<file path="src/design/cpms_pkg.sv">
`default_nettype none
// ----------------------------------------------------------------------------
// cpms_pkg: shared types and constants
// Item kinds, command and status structs and the controller state type.
// ----------------------------------------------------------------------------
package cpms_pkg;

	localparam int MaxPlanes = 16;
	localparam int SlotW = $clog2(MaxPlanes);
	localparam int CountW = $clog2(MaxPlanes + 1);

	// Accumulator width: three 48-bit products, an offset and a height term.
	localparam int AccW = 52;

	localparam logic [1:0] KIND_LOAD = 2'd0;
	localparam logic [1:0] KIND_CLIP = 2'd1;
	localparam logic [1:0] KIND_GRAV = 2'd2;
	localparam logic [1:0] KIND_INTEG = 2'd3;

	localparam logic [3:0] MASK_CLIP = 4'h7;
	localparam logic [3:0] MASK_GRAV = 4'h1;
	localparam logic [3:0] MASK_INTEG = 4'h9;

	localparam logic [0:0] REG_GRAVITY = 1'd0;
	localparam logic [0:0] REG_TIMESTEP = 1'd1;

	localparam logic [30:0] RESET_GRAVITY = 31'd10703;
	localparam logic [30:0] RESET_TIMESTEP = 31'd1092;

	// Multiplier operand selection.
	typedef enum logic [2:0] {
		MUL_NONE,
		MUL_POS_N,
		MUL_HGT_N,
		MUL_VEL_N,
		MUL_N_PEN,
		MUL_N_VEL,
		MUL_VEL_DT
	} mul_op_t;

	typedef enum logic [3:0] {
		ST_IDLE,
		ST_DISPATCH,
		ST_RD,
		ST_TOP,
		ST_BOT,
		ST_VEL,
		ST_EVAL,
		ST_PUSH,
		ST_VCANCEL,
		ST_INTEG,
		ST_GRAV,
		ST_DONE
	} state_t;

	typedef struct packed {
		logic        load;
		logic        write_plane;
		logic        init_acc;
		mul_op_t     op;
		logic [1:0]  lane;
		logic        eval;
		logic        grav;
		logic        set_skip;
		logic        issue;
		logic [SlotW-1:0] plane;
	} cmd_t;

	typedef struct packed {
		logic [1:0]        kind;
		logic [3:0]        comp;
		logic [CountW-1:0] count;
		logic              slot_ok;
		logic              pen_neg;
		logic              vel_neg;
		logic              mul_busy;
	} status_t;

endpackage
`default_nettype wire

</file>
<file path="src/design/cpms_ctrl.sv">
`default_nettype none
// ----------------------------------------------------------------------------
// cpms_ctrl: sequencer for the motion step
// Walks the planes and issues at most one multiply per cycle to the datapath.
// ----------------------------------------------------------------------------
module cpms_ctrl import cpms_pkg::*; (
	input  wire logic    clk,
	input  wire logic    arst_n,
	input  wire logic    start,
	input  wire status_t status,
	output logic         busy,
	output cmd_t         cmd
);

	state_t state_q, state_d;
	logic [SlotW-1:0] plane_q;
	logic [CountW-1:0] plane_n;
	logic [1:0] lane_q;
	logic last_lane;

	assign last_lane = (lane_q == 2'd2);
	assign plane_n = CountW'(plane_q) + CountW'(1);

	// Next state.
	always_comb begin
		state_d = state_q;
		case (state_q)
			ST_IDLE: if (start) state_d = ST_DISPATCH;
			ST_DISPATCH: begin
				case (status.kind)
					KIND_LOAD: state_d = ST_IDLE;
					KIND_CLIP: begin
						if ((status.comp & MASK_CLIP) != MASK_CLIP || status.count == '0)
							state_d = ST_DONE;
						else
							state_d = ST_RD;
					end
					KIND_GRAV: begin
						if ((status.comp & MASK_GRAV) != MASK_GRAV) state_d = ST_DONE;
						else state_d = ST_GRAV;
					end
					default: begin
						if ((status.comp & MASK_INTEG) != MASK_INTEG) state_d = ST_DONE;
						else state_d = ST_INTEG;
					end
				endcase
			end
			ST_RD: state_d = ST_TOP;
			ST_TOP: if (last_lane) state_d = ST_BOT;
			ST_BOT: state_d = ST_VEL;
			ST_VEL: if (last_lane) state_d = ST_EVAL;
			ST_EVAL: begin
				if (status.pen_neg) state_d = ST_PUSH;
				else if (plane_n == status.count) state_d = ST_DONE;
				else state_d = ST_RD;
			end
			ST_PUSH: begin
				if (last_lane) begin
					if (status.vel_neg) state_d = ST_VCANCEL;
					else if (plane_n == status.count) state_d = ST_DONE;
					else state_d = ST_RD;
				end
			end
			ST_VCANCEL: begin
				if (last_lane) begin
					if (plane_n == status.count) state_d = ST_DONE;
					else state_d = ST_RD;
				end
			end
			ST_INTEG: if (last_lane) state_d = ST_DONE;
			ST_GRAV: state_d = ST_DONE;
			// Hold until the last product has been written back.
			ST_DONE: if (!status.mul_busy) state_d = ST_IDLE;
			default: state_d = ST_IDLE;
		endcase
	end

	// Outputs.
	always_comb begin
		cmd = '0;
		cmd.plane = plane_q;
		cmd.lane = lane_q;
		cmd.op = MUL_NONE;
		busy = (state_q != ST_IDLE);
		case (state_q)
			ST_IDLE: cmd.load = start;
			ST_DISPATCH: begin
				cmd.write_plane = (status.kind == KIND_LOAD) && status.slot_ok;
				cmd.set_skip = (status.kind == KIND_CLIP
					&& (status.comp & MASK_CLIP) != MASK_CLIP)
					|| (status.kind == KIND_GRAV
					&& (status.comp & MASK_GRAV) != MASK_GRAV)
					|| (status.kind == KIND_INTEG
					&& (status.comp & MASK_INTEG) != MASK_INTEG);
			end
			ST_RD: begin
			end
			ST_TOP: begin
				cmd.init_acc = (lane_q == 2'd0);
				cmd.op = MUL_POS_N;
			end
			ST_BOT: cmd.op = MUL_HGT_N;
			ST_VEL: cmd.op = MUL_VEL_N;
			ST_PUSH: cmd.op = MUL_N_PEN;
			ST_VCANCEL: cmd.op = MUL_N_VEL;
			ST_INTEG: cmd.op = MUL_VEL_DT;
			ST_GRAV: cmd.grav = 1'b1;
			ST_DONE: cmd.issue = !status.mul_busy;
			default: begin
			end
		endcase
		cmd.eval = (state_q == ST_EVAL);
	end

	// Plane and lane counters.
	always_ff @(posedge clk or negedge arst_n) begin
		if (!arst_n) begin
			state_q <= ST_IDLE;
			plane_q <= '0;
			lane_q <= '0;
		end else begin
			state_q <= state_d;
			if (state_q == ST_DISPATCH) plane_q <= '0;
			else if (state_q != state_d && state_d == ST_RD) plane_q <= plane_q + SlotW'(1);
			if (state_q != state_d || last_lane) lane_q <= '0;
			else if (state_q == ST_TOP || state_q == ST_VEL || state_q == ST_PUSH
				|| state_q == ST_VCANCEL || state_q == ST_INTEG) lane_q <= lane_q + 2'd1;
		end
	end

`ifndef ASSERT_OFF
	a_lane_range: assert property (@(posedge clk) disable iff (!arst_n)
		lane_q != 2'd3) else $error("lane counter out of range");
	a_busy_start: assert property (@(posedge clk) disable iff (!arst_n)
		(start && !busy) |=> (state_q == ST_DISPATCH)) else $error("request not taken");
	a_issue_once: assert property (@(posedge clk) disable iff (!arst_n)
		cmd.issue |=> !cmd.issue) else $error("double result");
`endif

endmodule
`default_nettype wire

</file>
<file path="config.mk">
export PLATFORM = sky130hd
export DESIGN_NAME = cpms_ctrl
export DESIGN_NICKNAME = d
export VERILOG_FILES = /design/src/design/cpms_pkg.sv /design/src/design/cpms_ctrl.sv
export SDC_FILE = /design/constraint.sdc
export NUM_CORES = 1
export LEC_CHECK = 0
export BUFFER_PORTS_ARGS = -buffer_cell sky130_fd_sc_hd__buf_2
export CORE_UTILIZATION = 25
export CTS_BUF_LIST = sky130_fd_sc_hd__clkbuf_4 sky130_fd_sc_hd__clkbuf_8
export DETAILED_ROUTE_END_ITERATION = 10
export PLACE_DENSITY = 0.47
export SLEW_MARGIN = 0
export SYNTH_ARGS = -nofsm -noshare
export SYNTH_HDL_FRONTEND = slang
export SYNTH_SLANG_ARGS = --single-unit
export TNS_END_PERCENT = 20
</file>
<file path="constraint.sdc">
create_clock -name clk -period 3.8 [get_ports clk]
set_clock_uncertainty 0.15 [all_clocks]
set_input_delay 0.19 -clock clk [delete_from_list [all_inputs] [get_ports clk]]
set_output_delay 0.19 -clock clk [all_outputs]
set_load 0.02 [all_outputs]
</file>
* Yosys cells after proc, flatten, opt, wreduce, memory -nomap -nowiden
Index checks and enable logic that the tools add are counted.
** Operators by class
- Bitwise operators :: 1
- Mux-type cells :: 26
- Equality and inequality tests :: 20
- $add $sub $neg :: 3
- Reductions and logical operators :: 21
** Operators by type and width (number)
- 2-to-1 mux 4 bit :: 13
- case mux 4 bit (12 select lines) :: 1
- case mux 3 bit (6 select lines) :: 1
- == test 4 x 3 -> 1 bit (second input constant) :: 4
- == test 4 bit (second input constant) :: 4
- == test 4 x 2 -> 1 bit (second input constant) :: 3
- case mux 4 bit (3 select lines) :: 1
- logical OR 1 bit :: 8
- 2-to-1 mux 1 bit :: 7
- == test 2 bit (second input constant) :: 3
- 2-to-1 mux 2 bit :: 3
- adder 4 x 1 -> 5 bit (second input constant) :: 1
- == test 5 bit :: 1
- logical AND 1 bit :: 5
- logical NOT 5 bit :: 1
- adder 4 x 1 -> 4 bit (second input constant) :: 1
- == test 4 x 1 -> 1 bit (second input constant) :: 1
- logical NOT 2 bit :: 2
- logical NOT 4 bit :: 1
- inequality test 4 bit :: 1
- nonzero test 2 bit :: 2
- nonzero test 4 bit :: 1
- inequality test 3 bit (second input constant) :: 1
- adder 2 x 1 -> 2 bit (second input constant) :: 1
- 4 further kinds :: 4
** Word-level totals
- Word-level logic and storage cells :: 74
- Input bits :: 18
- Register bits :: 10
- Output and inout port bits :: 17

* Logic depth before layout (Yosys ltp)
Gate-level depths: netlist (run 1).
- Word-level depth :: 10
- Gate-level depth with buffers :: 10
- Mapped depth without buffers :: 9

* Worst setup path before layout (run 1)
Ideal clock, no wire load.
- Kind :: flip-flop to flip-flop
- Start :: register lane_q[0]
- End :: register plane_q[3]
- Required time :: 3.573 ns
- Clock period less this slack :: 2.733 ns
- Arrival time :: 2.506 ns
- Cell stages (with the launch flop) :: 10
- Slack :: 1.067 ns
- Buffers on the path :: 1
- Setup time :: 0.077 ns
- Cells stage by stage :: dfrtp_1 inv_1 ha_1 buf_2 inv_1 o221a_1 a211o_1 or4b_4 or4_1 a21oi_1
** Between the ends
- Word-level cells in the longest chain between the ends :: 6
- Elaborated cells on any way between the ends :: 11
- Classes of those cells :: eq/ne (3); mux (6); reduce/logical (2)
** Ends and longest elaborated chain
- start, declared :: RTL line cpms_ctrl.sv:18 : logic [1:0] lane_q;
- start signal, assigned :: RTL line cpms_ctrl.sv:120 : lane_q <= '0;
- start signal, assigned :: RTL line cpms_ctrl.sv:125 : if (state_q != state_d || last_lane) lane_q <= '0;
- == test 2 bit * :: RTL line cpms_ctrl.sv:21 : assign last_lane = (lane_q == 2'd2);
- 2-to-1 mux 4 bit, on equally long branches
- case mux 4 bit (12 select lines) * :: RTL line cpms_ctrl.sv:27 : case (state_q)
- inequality test 4 bit or == test 4 x 2 -> 1 bit (tied branches) :: RTL line cpms_ctrl.sv:124 : else if (state_q != state_d && state_d == ST_RD) plane_q <= plane_q + SlotW'(1);
- logical AND 1 bit * :: RTL line cpms_ctrl.sv:124
- nonzero test 2 bit (no source line) *
- end signal, assigned :: RTL line cpms_ctrl.sv:124
- end, declared :: RTL line cpms_ctrl.sv:16 : logic [SlotW-1:0] plane_q;
Every way passes the cells marked *; elsewhere a longest branch is shown, timed or not.
A chain may end at the register's enable or synchronous reset.

* Worst setup path in the final report (run 1)
- Start :: register state_q[1]
- End :: register plane_q[3]
** Between the ends
- Word-level cells in the longest chain between the ends :: 5
- Elaborated cells on any way between the ends :: 25
- Classes of those cells :: eq/ne (13); mux (9); reduce/logical (3)
** Ends and longest elaborated chain
- start, declared :: RTL line cpms_ctrl.sv:15 : state_t state_q, state_d;
- start signal, assigned :: RTL line cpms_ctrl.sv:122 : state_q <= state_d;
- == test 4 bit (tied with other cells) :: RTL line cpms_ctrl.sv:27
- case mux 4 bit (12 select lines) :: RTL line cpms_ctrl.sv:27
- inequality test 4 bit or == test 4 x 2 -> 1 bit (tied branches) :: RTL line cpms_ctrl.sv:124
- logical AND 1 bit :: RTL line cpms_ctrl.sv:124
- nonzero test 2 bit (no source line)
Parallel ways exist; a longest one is shown, timed or not.

==> results of run 1 <==
## through the flow
| stage | instance area (um^2) | hold slack [ns] | std cells |
|---|---|---|---|
| 2_1_floorplan | 1210 | -0.256 | 153 |
| 3_3_place_gp | 1390 | -0.0760 | 229 |
| 3_5_place_dp | 1390 | -0.0737 | 229 |
| 4_1_cts | 1450 | 0.203 | 234 |
| 5_1_grt | 1450 | 0.239 | 234 |
| 6_report | 1450 | 0.192 | 234 |
## Yosys cell counts, drive strengths merged, types with 5 or more instances
cell / instances / area (um^2)
nor2: 12 / 45.0
dfrtp: 10 / 250
inv: 10 / 37.5
o21ai: 10 / 50.1
a21oi: 9 / 45.0
buf: 9 / 56.3
nand3: 9 / 45.0
nor4b: 8 / 85.1
ha: 7 / 87.6
nand2: 7 / 26.3
nand2b: 5 / 31.3
xnor2: 5 / 43.8
## layer usage
layer,wire [um],track usage,vias up
met4,66,0.0501,0
met1,1670,0.190,618
met2,1610,0.241,56
li1,-,-,622
met5,0,0,-
met3,189,0.0197,7
## path summary, 6_finish.rpt
path / start / slack, ns / cells after the start / endpoint
worst max-delay path: state_q[1]$_DFF_PN0_ / 0.78 / 6 / plane_q[3]$_DFFE_PN0P_
worst min-delay path: arst_n / 0.19 / 2 / plane_q[2]$_DFFE_PN0P_
worst max register to register: state_q[1]$_DFF_PN0_ / 0.78 / 6 / plane_q[3]$_DFFE_PN0P_
worst min register to register: plane_q[1]$_DFFE_PN0P_ / 0.46 / 2 / plane_q[1]$_DFFE_PN0P_
max in group asynchronous: arst_n / 3.11 / 2 / state_q[1]$_DFF_PN0_
min in group clk: status[12] / 0.24 / 4 / state_q[1]$_DFF_PN0_
## sequential cells by signal, summed over array words and instances (netlist names)
register  flops
plane_q       4
state_q       4
lane_q        2
## power by group through the flow
stage / logic [mW] / registers, mW / clock network (mW)
CTS: 0.637 / 0.261 / 0.136
global placement: 0.626 / 0.255 / 0
global route: 0.700 / 0.275 / 0.142
detailed placement: 0.632 / 0.262 / 0
finish: 0.632 / 0.263 / 0.133
floorplan: 0.555 / 0.187 / 0
## final cells by class
| type | count | area, um^2 |
|---|---|---|
| fill | 494 | 3050 |
| multi-input combinational | 123 | 862 |
| sequential | 10 | 250 |
| timing repair buffer | 35 | 180 |
| tap | 52 | 65.1 |
| clock buffer | 4 | 55.1 |
| inverter | 10 | 37.5 |
## logic make-up after synthesis
logic type               Yosys count  share of synthesized area
adder cells (fa/ha/maj)            7                     0.0724
flip-flops                        10                      0.207
multiplexers                       2                     0.0165
AO/OA/AOI/OAI                     40                      0.225
XOR/XNOR                           7                     0.0507
buffers and inverters             20                     0.0807
AND/OR/NAND/NOR                   67                      0.347
==> flow_summary.ini, run 1 <==
[run_status]
outcome = complete, no violations

[setup_path]
cp-end-kind = register
start_kind = register
path_buf_inv = 0
cp_data_required_time_ns = 3.81
crit_family = simple AND/OR/NAND/NOR gates
slowest_delay_ns = 0.83
cp_max_fo = 26
cp_slowest_cell = dfrtp_1
path_class = reg -> reg
worstPathCellList = nand2_1 -> o221a_1 -> a211o_1 -> or4b_4 -> or4_1 -> a21oi_1
worstPathArrival_ns = 3.04

[placed_design]
io_buffers = 34
post-dp-hpwl_mm = 2.77
place_ws_ns = 0.822
gp_congestion = 0.830

[power]
peakVddDrop_mv = 0.156
total_power_mw = 1.03
p_int_mw = 0.498
netSwitchingFraction = 0.515
seqPwrFrac = 0.255
pwr-share-clk = 0.130
power_density_nw_per_um2 = 709
p_sw_mw = 0.530
pwr-share-comb = 0.615
power.leakage_nw = 0.643

[cts]
cts_buffers = 3
path_clk_slew_ns = 0.05
worstSkewPairLatency_ns = 0.24
post-cts-setup-buffers = 0
clock_path_buffers = 2
root_buffer = clkbuf_8
htree_levels = 1
holdBufCountCts = 1
cts_sinks = 10
tritoncts = built
cts-resized-gates = 0

[drt]
first_iter_violations = 108
final_antenna_net_count = 0
post_drt_wl_per_cell_um = 15.1
drt-total-wl_mm = 3.54
vias_per_cell = 5.57
dr.pass1.iters = 4
drcViolationCount = 0
num_vias = 1303

[synthesis]
synthCells = 153
ys.flop_type = dfrtp_1
synth_edf_count = 0
synth-seq-cells = 10
synth.distinct_cells = 54
yosysSeqAreaShare = 0.207
synth-warning-count = 0
syn-cell-area_um2 = 1210
syn-num-nets = 178
avgSynthCellArea_um2 = 7.91
async_flop_share = 1.00

[cells_and_area]
layout_commonest_cell = buf_2
synthToLayoutAreaGrowth_pct = 19.9
layout.nets = 208
n_antenna_cell = 0
drive_gt1_frac = 0.231
fin_util = 0.322
final_cell_mix = buf_2, nor2_1, inv_1, o21ai_0, dfrtp_1

[floorplan]
initial_utilization = 0.269
num_rows = 24
io_pins = 35
dieArea_um2 = 5120
die_h_um = 71.6
core_area_um2 = 4500
die_w_um = 71.6

[timing]
post-route-period-util = 0.796
setup_ws_ns = 0.777
grt_setup_unrepaired = no
period_needed_ns = 3.02
setup_violations = 0
tightest_slew_ns = 0.729
relSlewSlack = 0.501
finalHoldViolCount = 0
slew_viol_final = 0
finalSetupTns_ns = 0
fmax_mhz = 331

[grt]
grt_pass1_vias = 1266
antenna_found_initial = 0
groute.usage.overall = 0.144
grt_max_degree = 27
grt_pass1_wl_mm = 5.82
grt_overflow = 0

[worst_hold_path]
min-delay-path-class = in -> async

[run]
maxCapViolCount = 0
(Power assumes the default switching activity.)
==> run 2: changes to the inputs <==
Settings changed: PLACE_DENSITY 0.47 to 0.49.
Clock period 3.8 ns to 2.49 ns, I/O delays scaled along.
==> run 2 against run 1 <==
Via count rose by 8.7%. Clock-buffer cell count did not move. Sequential share of layout area fell by 3.3 points. Non-clock buffer count rose by 45. Cell area rose by 27%. Hold slack got worse by 0.056 ns. Power rose by 100%. Critical endpoint unchanged. Largest cell class unchanged.
==> flow_summary.ini, run 2 (synthesis results as in run 1) <==
[setup_path]
cp_max_fo = 5
path_depth = 8
slowest_delay_ns = 0.52
path_buf_inv = 3
rrSetupSlack_ns = 0.01
cp_slowest_cell = or4b_4
crit_family = simple AND/OR/NAND/NOR gates
path_class = reg -> reg
start_kind = register
crit_top_cell = buf_4
r2r_start = state_q[0]$_DFF_PN0_
worstPathArrival_ns = 2.48
worstSetupStartpoint = state_q[0]$_DFF_PN0_
crit_end = plane_q[3]$_DFFE_PN0P_
r2r_cells = 8
cp_data_required_time_ns = 2.49
cp-end-kind = register
worstPathCellList = buf_6 -> buf_4 -> nor4b_4 -> buf_4 -> a211o_1 -> or4b_4 -> or4_1 -> a21oi_1
rr_endpoint = plane_q[3]$_DFFE_PN0P_

[placed_design]
place_ws_ns = -0.0345
post-dp-hpwl_mm = 2.96
gp_congestion = 0.794
place_area_um2 = 1710
io_buffers = 34
place_inst = 270

[power]
power_density_nw_per_um2 = 1130
pwr-share-clk = 0.085
peakVddDrop_mv = 0.449
pwr-share-comb = 0.773
p_sw_mw = 0.929
p_int_mw = 1.16
seqPwrFrac = 0.142
power.leakage_nw = 0.857
netSwitchingFraction = 0.444

[grt]
gr-max-usage-layer = met2
grt_pass1_vias = 1322
groute.usage.overall = 0.145
grtUsageMet2 = 0.241
grt_overflow = 0
grt_max_degree = 13
grt_util_met3 = 0.0197
grtUsageMet1 = 0.201
grt_pass1_wl_mm = 6.02
antenna_found_initial = 0

[timing]
finalHoldViolCount = 0
tightest_slew_ns = 0.433
slew_viol_final = 0
grt_setup_unrepaired = yes
relSlewSlack = 0.707
setup_ws_ns = 0.0122
post-route-period-util = 0.995
setup_violations = 0
whs_ns = 0.136
period_needed_ns = 2.48
fmax_mhz = 404

[floorplan]
die_h_um = 71.6
io_pins = 35
dieArea_um2 = 5120
initial_utilization = 0.269
die_w_um = 71.6
num_rows = 24
core_area_um2 = 4500

[cts]
root_buffer = clkbuf_8
cts_sinks = 10
cts_buffers = 3
htree_levels = 1
tritoncts = built
clock_path_buffers = 2
worstSkewPairLatency_ns = 0.23
path_clk_slew_ns = 0.04

[cells_and_area]
synthToLayoutAreaGrowth_pct = 52.4
layout_commonest_cell = buf_4
seqCellArea_um2 = 258
reg_top3 = plane_q x4, state_q x4, lane_q x2
postLayoutCellArea_um2 = 1840
multiInputGateArea_um2 = 903
fin_util = 0.409
final_cell_mix = buf_4, buf_2, nor2_1
layout.nets = 253
n_antenna_cell = 0
fillers = 475
drive_gt1_frac = 0.441
finalNonFillerCells = 279

[run_status]
outcome = complete, no violations

[drt]
num_vias = 1417
drt-total-wl_mm = 3.64
post_drt_wl_per_cell_um = 13.0
vias_per_cell = 5.08
final_antenna_net_count = 0
dr.pass1.iters = 4
drcViolationCount = 0
first_iter_violations = 53

[worst_hold_path]
min-delay-path-class = in -> async

[run]
maxCapViolCount = 0
[run 2: power groups by stage]
stage	clock [mW]	combinational, mW	sequential [mW]
detailed placement	0	1.49	0.300
global placement	0	1.50	0.302
global route	0.194	1.76	0.304
floorplan	0	0.855	0.288
CTS	0.185	1.54	0.302
finish	0.177	1.62	0.297
[run 2: layer usage]
layer,routed length [um],part of all wire
met5,0,0
met4,20,0.0055
met3,100,0.027
met2,1710,0.47
met1,1810,0.50
[run 2: layout make-up]
cell class / count / area share
repair buffers: 80 / 0.288
inverters: 10 / 0.0204
multi-input cells: 123 / 0.490
flip-flops and latches: 10 / 0.140
well taps: 52 / 0.0353
clock buffers: 4 / 0.0265
[run 2: how the worst min path moves through the flow]
| stage | startpoint | to | slack, ns | cells after the start |
|---|---|---|---|---|
| after detailed placement | arst_n | state_q[3]$_DFF_PN0_ | -0.15 | 1 |
| after floorplan | arst_n | lane_q[0]$_DFFE_PN0P_ | -0.32 | 0 |
| after CTS | arst_n | state_q[3]$_DFF_PN0_ | 0.14 | 2 |
| after global routing | arst_n | lane_q[1]$_DFFE_PN0P_ | 0.15 | 2 |
| final | arst_n | lane_q[0]$_DFFE_PN0P_ | 0.14 | 2 |
| after global placement | arst_n | state_q[2]$_DFF_PN0_ | -0.14 | 1 |
[run 2: repair_timing]
action | in CTS | in global routing
endpoints found under the setup margin | 2 | 6
endpoints found under the hold margin | 10 | 0
hold buffers | 1 | 0
setup buffers | 2 | 2
resized for setup | 2 | 9
pin swaps | 0 | 2
[run 2: per-stage QoR]
step	setup TNS (ns)	power [mW]
floorplan	-0.0252	1.14
global placement	-0.0211	1.80
detailed placement	-0.0345	1.79
CTS	0	2.03
global route	-0.101	2.25
finish	0	2.09
==> run 3: changes to the inputs <==
Settings changed: BUFFER_PORTS_ARGS -buffer_cell sky130_fd_sc_hd__buf_2 to not set, DONT_BUFFER_PORTS set to 1, PLACE_DENSITY 0.49 to 0.43.
==> run 3 against run 2 <==
The flow now finishes with violations (setup timing). Sequential power up 5%. Critical path depth down 2. Setup slack worse by 0.058 ns. Critical endpoint unchanged.
==> flow_summary.ini, run 3 (synthesis results as in run 1) <==
[cts]
clock_path_buffers = 2
path_clk_slew_ns = 0.05
htree_levels = 1
cts_buffers = 3
worstSkewPairLatency_ns = 0.23
cts_sinks = 10
root_buffer = clkbuf_8
tritoncts = built

[setup_path]
cp_max_fo = 5
cp-end-kind = register
worstPathArrival_ns = 2.55
cp_data_required_time_ns = 2.50
start_kind = register
worstPathCellList = or2_0 -> o221a_1 -> a211o_1 -> or4b_4 -> or4_4 -> a21oi_2
path_class = reg -> reg
cp_slowest_cell = or4b_4
slowest_delay_ns = 0.51

[cells_and_area]
multiInputGateArea_um2 = 918
fillers = 484
layout.nets = 222
seqCellArea_um2 = 258
reg_top3 = plane_q x4, state_q x4, lane_q x2
finalNonFillerCells = 248
synthToLayoutAreaGrowth_pct = 41.9
n_antenna_cell = 0
fin_util = 0.381
drive_gt1_frac = 0.372
final_cell_mix = buf_4, nor2_1, o21ai_0
layout_commonest_cell = buf_4

[run_status]
violations = setup timing
outcome = finished with violations

[grt]
grt_max_degree = 16
antenna_found_initial = 0
grt_overflow = 0
grt_pass1_vias = 1310
grt_pass1_wl_mm = 6.01
groute.usage.overall = 0.147

[timing]
fmax_mhz = 394
slew_viol_final = 0
finalHoldViolCount = 0
setup_violations = 1
tightest_slew_ns = 0.487
grt_setup_unrepaired = yes
period_needed_ns = 2.54
finalSetupTns_ns = -0.0461
setup_ws_ns = -0.0461
relSlewSlack = 0.674
post-route-period-util = 1.02

[drt]
vias_per_cell = 5.34
dr.pass1.iters = 4
drcViolationCount = 0
post_drt_wl_per_cell_um = 14.8
num_vias = 1324
drt-total-wl_mm = 3.67
final_antenna_net_count = 0
first_iter_violations = 52

[power]
power_density_nw_per_um2 = 1220
peakVddDrop_mv = 0.372
total_power_mw = 2.09
power.leakage_nw = 0.732

[floorplan]
num_rows = 24
initial_utilization = 0.269
die_w_um = 71.6
io_pins = 35
core_area_um2 = 4500
die_h_um = 71.6
dieArea_um2 = 5120

[placed_design]
place_inst = 240
post-dp-hpwl_mm = 2.94
io_buffers = 0
place_ws_ns = -0.0548
gp_congestion = 0.869

[run]
maxCapViolCount = 0

[worst_hold_path]
min-delay-path-class = in -> async
[run 3: cell types whose count changed in the layout (fill, tap and decap cells not counted), sizes merged]
cell	delta
buf	-31
[run 3: path summary, 6_finish.rpt]
check / startpoint / to / slack (ns) / depth (start not counted)
worst max-delay path: state_q[1]$_DFF_PN0_ / plane_q[3]$_DFFE_PN0P_ / -0.05 / 6
worst max register to register: state_q[1]$_DFF_PN0_ / plane_q[3]$_DFFE_PN0P_ / -0.05 / 6
worst min register to register: plane_q[2]$_DFFE_PN0P_ / plane_q[2]$_DFFE_PN0P_ / 0.51 / 2
max in group asynchronous: arst_n / lane_q[1]$_DFFE_PN0P_ / 1.69 / 1
min in group clk: status[2] / lane_q[0]$_DFFE_PN0P_ / 0.17 / 4
worst min-delay path: arst_n / plane_q[1]$_DFFE_PN0P_ / 0.14 / 1
[run 3: critical path: cells and delay by family, from the launching register on]
| kind | cells | cell delay, ns |
|---|---|---|
| AND/OR/NAND/NOR | 3 | 1.20 |
| AO/OA/AOI/OAI | 3 | 0.68 |
| flip-flops | 1 | 0.43 |
[run 3: cell type report]
class,instances,area share
clock buffers,4,0.0321
multi-input cells,123,0.535
flip-flops and latches,10,0.150
well taps,52,0.0379
repair buffers,49,0.223
inverters,10,0.0219
[run 3: routing by layer]
metal	routed length [um]	GRT usage
met5	0	0
met1	1650	0.184
met4	72	0.0675
met3	130	0.0267
met2	1820	0.247
[run 3: report_power, final]
part / total (mW) / internal [mW] / switching (mW)
logic: 1.58 / 0.799 / 0.781
clock network: 0.199 / 0.139 / 0.0601
registers: 0.313 / 0.225 / 0.0884
total: 2.09 / 1.16 / 0.930
[run 3: repair_timing]
action,in CTS,in global routing
endpoints found under the setup margin,4,5
setup buffers,4,0
hold endpoints to repair,10,0
gates resized for setup,6,8
pin swaps,0,5
hold buffers,1,0
[run 3: through the flow]
| step | instance area, um^2 | hold slack, ns |
|---|---|---|
| 3_3_place_gp | 1570 | -0.321 |
| 4_1_cts | 1690 | 0.146 |
| 3_5_place_dp | 1570 | -0.321 |
| 2_1_floorplan | 1220 | -0.321 |
| 6_report | 1720 | 0.144 |
| 5_1_grt | 1720 | 0.173 |
